**src/hdl/lcsr_ram.sv**
```systemverilog
// Generic single-write, single-read RAM with registered read data.
// No dependencies.
`timescale 1ns / 1ps

module lcsr_ram #(
  parameter int WIDTH = 48,
  parameter int DEPTH = 32
) (
  input  logic                     clk,
  input  logic                     we,
  input  logic [$clog2(DEPTH)-1:0] waddr,
  input  logic [WIDTH-1:0]         wdata,
  input  logic [$clog2(DEPTH)-1:0] raddr,
  output logic [WIDTH-1:0]         rdata
);

  logic [WIDTH-1:0] mem [DEPTH];

  // write port and registered read port
  always_ff @(posedge clk) begin
    if (we) begin
      mem[waddr] <= wdata;
    end
    rdata <= mem[raddr];
  end

endmodule
```
**config.mk**
```make
export PLATFORM = sky130hd
export DESIGN_NAME = lcsr_ram
export DESIGN_NICKNAME = d
export VERILOG_FILES = /design/src/hdl/lcsr_ram.sv
export SDC_FILE = /design/constraint.sdc
export NUM_CORES = 1
export LEC_CHECK = 0
export BUFFER_PORTS_ARGS = -buffer_cell sky130_fd_sc_hd__buf_2
export CAP_MARGIN = 10
export CORE_AREA = 2 2 453 455
export CTS_CLUSTER_DIAMETER = 150
export DETAILED_ROUTE_END_ITERATION = 8
export DIE_AREA = 0 0 455 457
export GPL_ROUTABILITY_DRIVEN = 0
export PLACE_DENSITY_LB_ADDON = 0.08
export SYNTH_ARGS = -nofsm -noshare
export SYNTH_HDL_FRONTEND = slang
export SYNTH_SLANG_ARGS = --single-unit
```
**constraint.sdc**
```tcl
create_clock -name clk -period 3.5 [get_ports clk]
set_input_delay 0.35 -clock clk [delete_from_list [all_inputs] [get_ports clk]]
set_output_delay 0.35 -clock clk [all_outputs]
set_load 0.03 [all_outputs]
```
==> impl_metrics.ini <==
[status]
outcome = finished clean

[pwr]
p_int_w = 0.03246
peakVddDrop_uv = 381.1
power_frac_clock_pct = 43.9
power.total_w = 0.04165
comb_power_share_pct = 5.3
leakagePower_nw = 24.48
swShare_pct = 22.08
power.density_nw_per_um2 = 584.3
power_frac_seq_pct = 50.9
p_sw_w = 0.009198

[setup_path]
reg2reg_slack_ns = 2.10
worstSetupPathType = register to output port
cp_max_fo = 1
timing.rr.start = mem[0][4]
crit_chain = buf_2
worst-endpoint-required_ns = 3.15
crit_family = flip-flops
worst_setup_path_start_kind = register
cp_num_buf_inv = 1
cp.depth = 1
end_kind = output port
regToRegEndpoint = rdata[4]
worst-endpoint-arrival_ns = 1.61
worst_path_max_delay_cell = dfxtp_1
startpoint = rdata[32]
rr_worst_depth = 5
slowest_delay_ns = 0.53
endpoint = rdata[32]

[sta]
maxSlewHeadroom_pct = 29.52
hold_viol = 0
max_freq_ghz = 0.5114
post-route-period-util_pct = 55.87
slew_violations = 0
skew_ns = 0.02844
rsz0062_at_grt = false
timing.setup.tns_ns = 0
min_period_ns = 1.955
setup_viol = 0
worstMarginPinSlew_ns = 1.057

[floorplanning]
ios = 108
core_area_um2 = 203300
die_x_um = 455
num_rows = 166
initial_core_util_pct = 29.86
die_area_um2 = 207900
die_height_um = 457

[global_route]
grt_max_degree = 67
grtUsageTotal_pct = 16.84
grt_pass1_vias = 31344
antenna_found_initial = 11
grt_pass1_wl_mm = 246.8
overflow = 0

[routing]
wl_per_cell_um = 27.46
drtIter0Drc = 1914
viasPerCell = 4.810
ant_nets = 0
drt_pass1_iterations = 5
drc = 0
totalWireLength_mm = 176.9
vias = 30981

[run]
drv_cap = 0

[synth]
ys_seq_elements = 1584
ys_seq_area_share_pct = 77.54
synth_area_leaders = edfxtp_1, mux2i_1, a22oi_1, dfxtp_1, a22o_1
netlist_area_um2 = 60720
syn_area_per_cell_um2 = 18.05
synth_top_area_share_pct = 75.96
synth_top_cell_by_area = edfxtp_1
syn_inst = 3364
yosysUniqueCellTypes = 26
syn_nets = 3424
synth_warnings = 0

[cts]
tritoncts = yes
clock_latency_ns = 0.81
root_buffer = clkbuf_16
cts_buffers = 180
clk_pin_slew_ns = 0.06
cts.sinks = 1584
clock_path_buffers = 3
htree_levels = 4

[hold_path]
hp-class = input pin to register

[final_layout]
area_growth_pct = 17.39
drive_gt1_share_pct = 13.97
nets = 3657

[placement]
hpwlAfterDp_mm = 88.04
portBuffers = 107
-- cell usage after synthesis (all sizes together) --
cell    number
and2         1
or2          1
a21oi      144
mux2i      768
nor2b        1
nand3b       5
buf        131
nor3        48
nand2      146
clkbuf      60
and2b        1
a22o        96
edfxtp    1536
dfxtp       48
a31oi       48
or3b         3
nor2        34
a22oi      144
or3          1
nand2b       2
nand3      146
-- metrics by stage --
stage	cells	util, %	hold WS (ns)	worst slack, ns	area, µm²
6_report	6441	35.06	0.06086	1.545	71280
5_1_grt	6440	35.05	0.04119	1.498	71280
4_1_cts	6439	35.05	0.0002857	1.424	71280
3_5_place_dp	6089	32.17	0.5890	0.9533	65410
3_3_place_gp	6089	32.17	0.5775	0.9600	65410
2_1_floorplan	3364	-	0.4489	0.02187	60720
-- flip-flops by register name (all words and copies together) (netlist names) --
register	flops
mem	1536
rdata	48
-- power groups by stage --
stage,sequential (W),combinational (W),clock (W)
final,0.0212,0.00219,0.0183
after global routing,0.0212,0.00237,0.0196
after CTS,0.0212,0.00226,0.0188
after detailed placement,0.0216,0.00224,0
after global placement,0.0216,0.00223,0
after floorplan,0.0217,0.00110,0
-- per-layer routing --
metal / share of wire [%] / GRT usage, % / up-vias
li1: - / - / 13917
met1: 45 / 22.32 / 16343
met2: 51 / 29.11 / 500
met3: 3.1 / 2.448 / 213
met4: 1.6 / 3.535 / 8
met5: 0.026 / 0 / -
-- placed cells by master, fill, tap and decap left out, drive strengths merged, types with 2 or more instances in the layout --
cell         count
dlygate4sd3     14
bufinv           6
clkinvlp         2
clkbuf         271
nor3            48
a22o            96
clkinv          50
inv              7
a31oi           48
nor2            34
buf            228
diode            2
dfxtp           48
a21oi          144
nand2          146
nand3b           5
a22oi          144
nand2b           2
mux2i          768
or3b             3
nand3          146
edfxtp        1536
-- cell families after synthesis --
logic type	Yosys count	share of synthesized area (%)
AOI/OAI and AO/OA	432	4.846
DFF	1584	77.54
muxes	768	12.66
and+or+nand+nor	389	2.891
buffers and inverters	191	2.065
-- worst min path at each step --
stage,from,to,cells past startpoint
2_1_floorplan,wdata[0],mem[0][0],0
3_3_place_gp,mem[16][12],rdata[12],4
3_5_place_dp,mem[17][13],rdata[13],4
4_1_cts,wdata[20],mem[7][20],1
5_1_grt,wdata[31],mem[27][31],1
6_report,wdata[36],mem[0][36],1
-- layout make-up --
cell class	instances	area (µm²)
Fill cell	19225	132100
Sequential cell	1584	47090
Multi-Input combinational cell	1589	12670
Clock buffer	271	5200
Tap cell	2688	3363
Timing Repair Buffer	242	2432
Clock inverter	65	525.5
Antenna cell	2	5.005
-- worst register-to-register path, stage by stage, from the launching register on --
cell	delay, ns
edfxtp_1	0.32
mux2i_1	0.07
a22o_1	0.26
nor3_1	0.47
a31oi_1	0.09
nand3_1	0.12
-- what timing repair did --
item / 4_1_cts / 5_1_grt
hold buffers: 14 / 0
setup endpoints to repair: 0 / 0
endpoints found under the hold margin: 225 / 0
resized for setup: 0 / 0
buffers inserted: 0 / 0
No activity file was read; power rests on OpenSTA's default activity.
